## src/hdl/mwsl_pkg.sv

```systemverilog
// Shared constants and types for the max window sum locator.
`default_nettype none

package mwsl_pkg;

    localparam int MAX_WIDTH   = 1024;
    localparam int MAX_HEIGHT  = 1024;
    localparam int MAX_K       = 16;
    localparam int SAMPLE_BITS = 16;

    // Fixed field widths of the ports
    localparam int K_CFG_BITS     = 5;
    localparam int DIM_BITS       = 11;
    localparam int CFG_DATA_BITS  = 11;
    localparam int CFG_INDEX_BITS = 2;
    localparam int SUM_OUT_BITS   = 24;
    localparam int POS_OUT_BITS   = 10;

    localparam int COL_BITS       = $clog2(MAX_WIDTH);
    localparam int ROW_BITS       = $clog2(MAX_HEIGHT);
    localparam int K_BITS         = $clog2(MAX_K) + 1;
    localparam int LINE_ROW_BITS  = $clog2(MAX_K);
    localparam int LINE_DEPTH     = MAX_K * MAX_WIDTH;
    localparam int LINE_ADDR_BITS = LINE_ROW_BITS + COL_BITS;
    localparam int COLSUM_BITS    = SAMPLE_BITS + $clog2(MAX_K) + 1;
    localparam int WIN_BITS       = COLSUM_BITS + $clog2(MAX_K);

    localparam logic [K_BITS-1:0]   K_RESET = K_BITS'(3);
    localparam logic [DIM_BITS-1:0] W_RESET = DIM_BITS'(MAX_WIDTH);
    localparam logic [DIM_BITS-1:0] H_RESET = DIM_BITS'(MAX_HEIGHT);

    localparam logic [CFG_INDEX_BITS-1:0] CFG_WINDOW_SIZE   = 2'd0;
    localparam logic [CFG_INDEX_BITS-1:0] CFG_MATRIX_WIDTH  = 2'd1;
    localparam logic [CFG_INDEX_BITS-1:0] CFG_MATRIX_HEIGHT = 2'd2;

    // Position tags of one item, set when the item is accepted
    typedef struct packed {
        logic [ROW_BITS-1:0] row;
        logic [COL_BITS-1:0] col;
        logic [ROW_BITS-1:0] top;
        logic [COL_BITS-1:0] left;
        logic                first_row;
        logic                drop_old;
        logic                first_col;
        logic                sub_left;
        logic                eval;
        logic                last;
    } t_pos;

    // Item leaving the column update stage
    typedef struct packed {
        logic signed [COLSUM_BITS-1:0] col_sum;
        t_pos                          pos;
    } t_col_item;

    // Item leaving the window sum stage
    typedef struct packed {
        logic signed [WIN_BITS-1:0] win_sum;
        t_pos                       pos;
    } t_win_item;

endpackage

`default_nettype wire

```

## src/hdl/mwsl_window_best.sv

```systemverilog
// Horizontal window sum, best window tracking and the result register.
`default_nettype none

module mwsl_window_best (
    input  wire logic                                 i_clk,
    input  wire logic                                 i_rst_n,
    input  wire logic                                 i_restart,
    input  wire logic                                 i_valid,
    input  wire mwsl_pkg::t_col_item                  i_item,
    input  wire logic [mwsl_pkg::K_BITS-1:0]          i_k,
    input  wire logic                                 i_found,
    input  wire logic                                 i_col_major,
    input  wire logic                                 i_out_ready,
    output logic                                      o_busy,
    output logic                                      o_out_valid,
    output logic                                      o_found,
    output logic signed [mwsl_pkg::SUM_OUT_BITS-1:0]  o_best_sum,
    output logic [mwsl_pkg::POS_OUT_BITS-1:0]         o_best_row,
    output logic [mwsl_pkg::POS_OUT_BITS-1:0]         o_best_col
);

    logic                                     r_s2_valid;
    mwsl_pkg::t_col_item                      r_s2;
    logic                                     r_s3_valid;
    mwsl_pkg::t_win_item                      r_s3;

    logic signed [mwsl_pkg::COLSUM_BITS-1:0]  r_taps [mwsl_pkg::MAX_K];
    logic signed [mwsl_pkg::WIN_BITS-1:0]     r_ws;
    logic signed [mwsl_pkg::WIN_BITS-1:0]     n_ws;
    logic signed [mwsl_pkg::COLSUM_BITS-1:0]  tap;

    logic signed [mwsl_pkg::WIN_BITS-1:0]     r_best_val;
    logic [mwsl_pkg::ROW_BITS-1:0]            r_best_top;
    logic [mwsl_pkg::COL_BITS-1:0]            r_best_left;
    logic signed [mwsl_pkg::WIN_BITS-1:0]     n_best_val;
    logic [mwsl_pkg::ROW_BITS-1:0]            n_best_top;
    logic [mwsl_pkg::COL_BITS-1:0]            n_best_left;
    logic                                     take;

    logic                                     r_out_valid;
    logic                                     r_out_found;
    logic signed [mwsl_pkg::SUM_OUT_BITS-1:0] r_out_sum;
    logic [mwsl_pkg::POS_OUT_BITS-1:0]        r_out_row;
    logic [mwsl_pkg::POS_OUT_BITS-1:0]        r_out_col;

    // Tap k-1 holds the column sum k columns to the left
    assign tap = r_taps[mwsl_pkg::LINE_ROW_BITS'(i_k - mwsl_pkg::K_BITS'(1))];

    always_comb begin
        n_ws = r_s2.pos.first_col ? '0 : r_ws;
        n_ws = n_ws + mwsl_pkg::WIN_BITS'(r_s2.col_sum);
        if (r_s2.pos.sub_left) begin
            n_ws = n_ws - mwsl_pkg::WIN_BITS'(tap);
        end
    end

    // Strictly greater wins; column-major ties above zero go to the leftmost, then topmost
    always_comb begin
        take = 1'b0;
        if (r_s3.pos.eval) begin
            if (r_s3.win_sum > r_best_val) begin
                take = 1'b1;
            end else if (i_col_major && (r_s3.win_sum == r_best_val)
                         && (r_best_val > 0)) begin
                take = (r_s3.pos.left < r_best_left)
                    || ((r_s3.pos.left == r_best_left) && (r_s3.pos.top < r_best_top));
            end
        end
        n_best_val  = take ? r_s3.win_sum  : r_best_val;
        n_best_top  = take ? r_s3.pos.top  : r_best_top;
        n_best_left = take ? r_s3.pos.left : r_best_left;
    end

    always_ff @(posedge i_clk) begin
        if (!i_rst_n) begin
            r_s2_valid  <= 1'b0;
            r_s3_valid  <= 1'b0;
            r_out_valid <= 1'b0;
            r_best_val  <= '0;
            r_best_top  <= '0;
            r_best_left <= '0;
        end else begin
            r_s2_valid <= i_valid;
            r_s3_valid <= r_s2_valid;
            if (r_out_valid && i_out_ready) begin
                r_out_valid <= 1'b0;
            end
            if (i_restart) begin
                r_best_val  <= '0;
                r_best_top  <= '0;
                r_best_left <= '0;
            end else if (r_s3_valid) begin
                if (r_s3.pos.last) begin
                    // Emit and start the next matrix from a clean best
                    r_out_valid <= 1'b1;
                    r_best_val  <= '0;
                    r_best_top  <= '0;
                    r_best_left <= '0;
                end else begin
                    r_best_val  <= n_best_val;
                    r_best_top  <= n_best_top;
                    r_best_left <= n_best_left;
                end
            end
        end
    end

    always_ff @(posedge i_clk) begin
        if (i_valid) begin
            r_s2 <= i_item;
        end
        if (r_s2_valid) begin
            r_ws         <= n_ws;
            r_s3.win_sum <= n_ws;
            r_s3.pos     <= r_s2.pos;
            r_taps[0]    <= r_s2.col_sum;
            for (int i = 1; i < mwsl_pkg::MAX_K; i++) begin
                r_taps[i] <= r_taps[i-1];
            end
        end
        if (r_s3_valid && r_s3.pos.last) begin
            r_out_found <= i_found;
            r_out_sum   <= i_found ? mwsl_pkg::SUM_OUT_BITS'(n_best_val) : '0;
            r_out_row   <= i_found ? mwsl_pkg::POS_OUT_BITS'(n_best_top) : '0;
            r_out_col   <= i_found ? mwsl_pkg::POS_OUT_BITS'(n_best_left) : '0;
        end
    end

    // A last item still in flight or a result not yet taken
    assign o_busy = (r_s2_valid && r_s2.pos.last) || (r_s3_valid && r_s3.pos.last)
                  || r_out_valid;

    assign o_out_valid = r_out_valid;
    assign o_found     = r_out_found;
    assign o_best_sum  = r_out_sum;
    assign o_best_row  = r_out_row;
    assign o_best_col  = r_out_col;

endmodule

`default_nettype wire

```

## config.mk

```make
export PLATFORM = sky130hd
export DESIGN_NAME = mwsl_window_best
export DESIGN_NICKNAME = d
export VERILOG_FILES = /design/src/hdl/mwsl_pkg.sv /design/src/hdl/mwsl_window_best.sv
export SDC_FILE = /design/constraint.sdc
export NUM_CORES = 1
export LEC_CHECK = 0
export BUFFER_PORTS_ARGS = -buffer_cell sky130_fd_sc_hd__buf_2
export CORE_UTILIZATION = 45
export CTS_CLUSTER_DIAMETER = 60
export DETAILED_ROUTE_END_ITERATION = 8
export HOLD_SLACK_MARGIN = 0.08
export PLACE_DENSITY = 0.74
export SYNTH_ARGS = -nofsm -noshare
export SYNTH_HDL_FRONTEND = slang
export SYNTH_SLANG_ARGS = --single-unit
```

## constraint.sdc

```tcl
create_clock -name i_clk -period 30.1 [get_ports i_clk]
set_input_delay 3.01 -clock i_clk [delete_from_list [all_inputs] [get_ports i_clk]]
set_output_delay 3.01 -clock i_clk [all_outputs]
set_load 0.05 [all_outputs]
```

# [Word level (Yosys, flattened, before mapping)]
# Memories as Yosys holds them, arrays and structs flattened.
# Index checks and enable logic that the tools add are counted.
[word_totals] ff_bits=185 ram_bits=336 input_bits=79 out_inout_bits=47 memories=1
[op_classes] n_addsub=3 order_cmp=4 n_eq_ne=2 mux=17 bitwise=1 reduce_logical=12
[memory_table] name="r_taps" words=16 word_bits=21 read_ports=16 rd_clocked_by_memory_dff=0 wr=16 line_no="mwsl_window_best.sv:27" text="logic signed [mwsl_pkg::COLSUM_BITS-1:0] r_taps [mwsl_pkg::MAX_K];"
[op_table] op="2-to-1 mux 25 bit" count=4
[op_table] op="2-to-1 mux 10 bit" count=4
[op_table] op="adder 25 x 21 -> 25 bit" count=1
[op_table] op="== test 25 bit" count=1
[op_table] op="> comparator 25 x 1 -> 1 bit (second input constant)" count=1
[op_table] op="> comparator 25 bit" count=1
[op_table] op="subtractor 25 x 21 -> 25 bit" count=1
[op_table] op="< comparator 10 bit" count=2
[op_table] op="== test 10 bit" count=1
[op_table] op="2-to-1 mux 1 bit" count=9
[op_table] op="logical AND 1 bit" count=6
[op_table] op="subtractor 4 x 1 -> 4 bit (second input constant)" count=1
[op_table] op="logical OR 1 bit" count=3
[op_table] op="AND reduction 2 bit" count=1
[op_table] op="nonzero test 2 bit" count=1
[op_table] op="OR reduction 2 bit" count=1
[op_table] op="inverter 1 bit" count=1

# [Logic depth before layout (Yosys ltp)]
[depth] depth_word=8 ltp_mapped=26 ltp_nobuf=23

# [Worst setup path after synthesis]
# No wires, ideal clock.
[synth_path] kind="flip-flop to output port" from="reg r_s2_valid" to="out o_busy" t_arrival_ps=9914 required_ps=27090 setup_slack_ps=17176 stages_incl_launch_ff=3 path_buffers=0 path_cell_list="dfxtp_1 a21oi_1 nand2_1"
[synth_between] elab_chain_cells=3
[synth_lines] item="from (decl)" line_no="mwsl_window_best.sv:22" text="logic r_s2_valid;"
[synth_lines] item="from (signal assigned)" line_no="mwsl_window_best.sv:83" text="r_s2_valid <= i_valid;"
[synth_lines] item="logical AND 1 bit" line_no="mwsl_window_best.sv:130" text="assign o_busy = (r_s2_valid && r_s2.pos.last) || (r_s3_valid && r_s3.pos.last)"
[synth_lines] item="logical OR 1 bit" line_no="mwsl_window_best.sv:130"
[synth_lines] item="logical OR 1 bit" line_no="mwsl_window_best.sv:131" text="|| r_out_valid;"
[synth_lines] item="to (decl)" line_no="mwsl_window_best.sv:14" text="output logic o_busy,"
# No other way between the ends.

# [Worst setup path in the final report]
[layout_path] from="in i_k[0] (netlist name)" to="reg r_s3[69] (netlist name) (data pin)"
[layout_between] elab_chain_cells=4
[layout_lines] item="from (decl)" line_no="mwsl_window_best.sv:10" text="input wire logic [mwsl_pkg::K_BITS-1:0] i_k,"
[layout_lines] item="subtractor 4 x 1 -> 4 bit" line_no="mwsl_window_best.sv:47" text="assign tap = r_taps[mwsl_pkg::LINE_ROW_BITS'(i_k - mwsl_pkg::K_BITS'(1))];"
[layout_lines] item="memory read (16 x 21 bit)"
[layout_lines] item="subtractor 25 x 21 -> 25 bit" line_no="mwsl_window_best.sv:53" text="n_ws = n_ws - mwsl_pkg::WIN_BITS'(tap);"
[layout_lines] item="2-to-1 mux 25 bit" line_no="mwsl_window_best.sv:52" text="if (r_s2.pos.sub_left) begin"
[layout_lines] item="net n_ws, one bit" line_no="mwsl_window_best.sv:29" text="logic signed [mwsl_pkg::WIN_BITS-1:0] n_ws;"
[layout_lines] item="to (decl)" line_no="mwsl_window_best.sv:25" text="mwsl_pkg::t_win_item r_s3;"
# The timed path passes the listed nets, and every way through them passes these cells.
# A chain may end at the register's enable or synchronous reset.

==> run metrics <==
Num Clock Sinks=521; Slew HR=a little over a fifth; height of the die=around 230 um; hold depth=0; Final Hold Viols=0; Seq cells post-synth=~520; critical path arrival=slightly below 9 ns; Die X=228 um; I/O pin total=approximately 130; vias in the first global route=approximately 13000; Worst R2R End=r_s3[69]; die area=approximately 52000 sq um; Bufs and invs on worst path=4; CP Launch Type=input port; Seq/Total Area, Yosys=65.8%; Power per Cell Area=72.8 nW/um^2; H-tree lvl count=2; reg-to-reg startpoint=r_s2[3]; Post-synth EDFFs=~470; leakage power=between 9 and 10 nW; CTS Buf Count=54; clock skew=between 0.03 and 0.04 ns; Sum Neg Setup Slack=0 ns; status=complete, no violations; Slew @ Worst Pin=around 1.2 ns; fin crit period=8.59 ns; max-slew violation count=0; HPWL after DPL=28400 um; Crit Path Max Fanout=63; CTS Buffer Depth=3; Async SR Flop Fraction=0%; GR Util All Layers=17.2%; fin crit share=between 20% and 30%; crit path capture type=flip-flop; buffers added on ports=102; Core Box Area=between 50000 and 60000 sq um; total number of vias=around 13000; Reg2Reg Depth=20; gr ovfl total=0; fmax=0.116 GHz; CP Cell Sequence=buf_6 -> inv_1 -> ha_4 -> buf_4 -> mux4_2 -> mux4_2 -> inv_1 -> ha_1 -> a21oi_1 -> nand2_1 -> a221oi_1 -> o21ai_0 -> o31a_1 -> maj3_1 -> a21o_1 -> a31o_2 -> nand2_1 -> o2111ai_1; starting density of the core=a little under half; post-cts gate resize count=0; row count=82; Finished Cell Area=~26000 sq um; RSZ-0062 raised after global routing=false; number of synthesis warnings=0; WL/cell=roughly 20 um; First-pass DRT Iterations=7; Post-Syn Area per Cell=approximately 16 sq um; Worst-path clk slew=around 0.060 ns; max-cap viol count=0; largest delay contributor family on the critical path=compound AO/OA/AOI/OAI gates; setup violators final=0; hold crit path type=reg2reg; Area after DPL=24300 sq um; RePlAce Congestion=0.842; Setup CP Type=in2reg; number of setup buffers added after CTS=0; initial DRC count=990; hold_sp=r_s2[10]; clock root buffer master=clkbuf_16; global-route wire length before repair=about 70000 um; Distinct cells, synth=65; hold endpoint=r_s3[10]; Worst-Skew Late Latency=between 0.6 and 0.7 ns; fraction of layout cells with a size suffix above 1=20.5%; cts hold-fix bufs=0; synthesized net count=approximately 1600; Worst EP required=around 30 ns; Post-Syn Area=around 23000 sq um; Via density=5.58; # DRC=0; ANT nets after route=0; CTS tree=yes; Post-layout nets=roughly 1700; flop-to-flop setup slack=between 20 and 25 ns; CP max stage cell=buf_4; maximum vdd drop=0.0000545 V; Mapped Cells=1406; area growth from synthesis to layout=13.1%; largest net degree at the start of global routing=96; Main synth FF type=edfxtp_1; Total Wirelength=roughly 45000 um; initial antenna violation count=0; Crit path largest cell delay=about 0.80 ns
-- synth_stat cells, drive strengths merged (19+ instances only) --
cell	n	share of area, %
a21o	23	0.75
a21oi	52	1.1
a22o	45	1.7
buf	26	0.65
clkbuf	25	0.41
dfxtp	48	4.2
edfxtp	473	62
ha	91	4.9
inv	85	1.4
mux2i	47	2.0
mux4	103	10
nand2	36	0.59
nand3	19	0.41
nor2	33	0.54
nor2b	74	2.0
o21ai	31	0.67
xnor2	34	1.3
-- worst max-delay path by stage --
stage	start	end	slack [ns]	depth (start not counted)
2_1_floorplan	r_s2_valid	o_busy	17.18	2
3_3_place_gp	i_k[0]	r_s3[69]	20.93	18
3_5_place_dp	i_k[0]	r_s3[69]	20.81	18
4_1_cts	i_k[0]	r_s3[69]	21.43	18
5_1_grt	i_k[0]	r_s3[69]	21.21	18
6_report	i_k[0]	r_s3[69]	21.51	18
-- cell families after synthesis --
| kind of cell | after synthesis | share of synthesized area (%) |
|---|---|---|
| flip-flops | 521 | 65.8 |
| AO/OA/AOI/OAI | 229 | 6.99 |
| multiplexers | 159 | 12.6 |
| adder cells (fa/ha/maj) | 95 | 5.20 |
| AND/OR/NAND/NOR | 225 | 5.37 |
| XOR/XNOR | 41 | 1.59 |
| buffers and inverters | 136 | 2.44 |
-- where the power goes --
part / switching, mW / total [mW] / internal [mW]
registers: 0.0279 / 0.866 / 0.838
clock network: 0.277 / 0.662 / 0.386
logic: 0.203 / 0.369 / 0.166
-- registers in the layout, summed over array words and instances (netlist names) --
signal	count
o_found	1
r_best_val	25
r_s2_valid	1
o_best_col	10
r_s3_valid	1
o_best_sum	24
o_best_row	10
r_s2	45
r_taps	336
o_out_valid	1
r_s3	47
r_best_top	10
r_best_left	10
-- placed cells by master (no fill, tap or decap), drive strengths merged, types with 8 or more instances in the layout --
master	synthesis	routed
nand3	19	19
nor2b	74	74
a21oi	52	52
o21a	13	13
o21ai	31	31
o211ai	8	8
inv	85	88
nand2b	9	9
clkbuf	25	66
mux4	103	103
edfxtp	473	473
ha	91	91
nand2	36	36
clkinv	0	19
a22o	45	45
mux2i	47	47
a21o	23	23
nor4	9	9
mux2	9	9
xnor2	34	34
a211oi	9	9
buf	26	115
nor2	33	33
dfxtp	48	48
-- through the flow --
step	utilization, %	power, mW	setup WS [ns]	hold WS, ns	cells
2_1_floorplan	-	1.16	17.18	0.400	1406
3_3_place_gp	48.3	1.23	20.93	0.403	2142
3_5_place_dp	48.3	1.25	20.81	0.405	2142
4_1_cts	51.8	1.91	21.43	0.422	2240
5_1_grt	51.8	1.98	21.21	0.422	2240
6_report	51.8	1.90	21.51	0.420	2241
-- routing by layer --
metal | wire length (um) | global-route usage, % | up-vias | share of wire [%]
met2 | 21800 | 28.2 | 303 | 49
met3 | 2140 | 3.24 | 73 | 4.8
li1 | - | - | 5773 | -
met4 | 1110 | 5.35 | 0 | 2.5
met5 | 0 | 0 | - | 0
met1 | 19600 | 23.4 | 6357 | 44
-- area by class of cell --
cell class	count	area, sq um
Antenna cell	1	2.50
Tap cell	672	841
Sequential cell	521	15200
Inverter	85	319
Clock inverter	32	355
Fill cell	4049	24200
Multi-Input combinational cell	749	7340
Timing Repair Buffer	115	614
Clock buffer	66	1410
No activity file was read; power rests on OpenSTA's default activity.
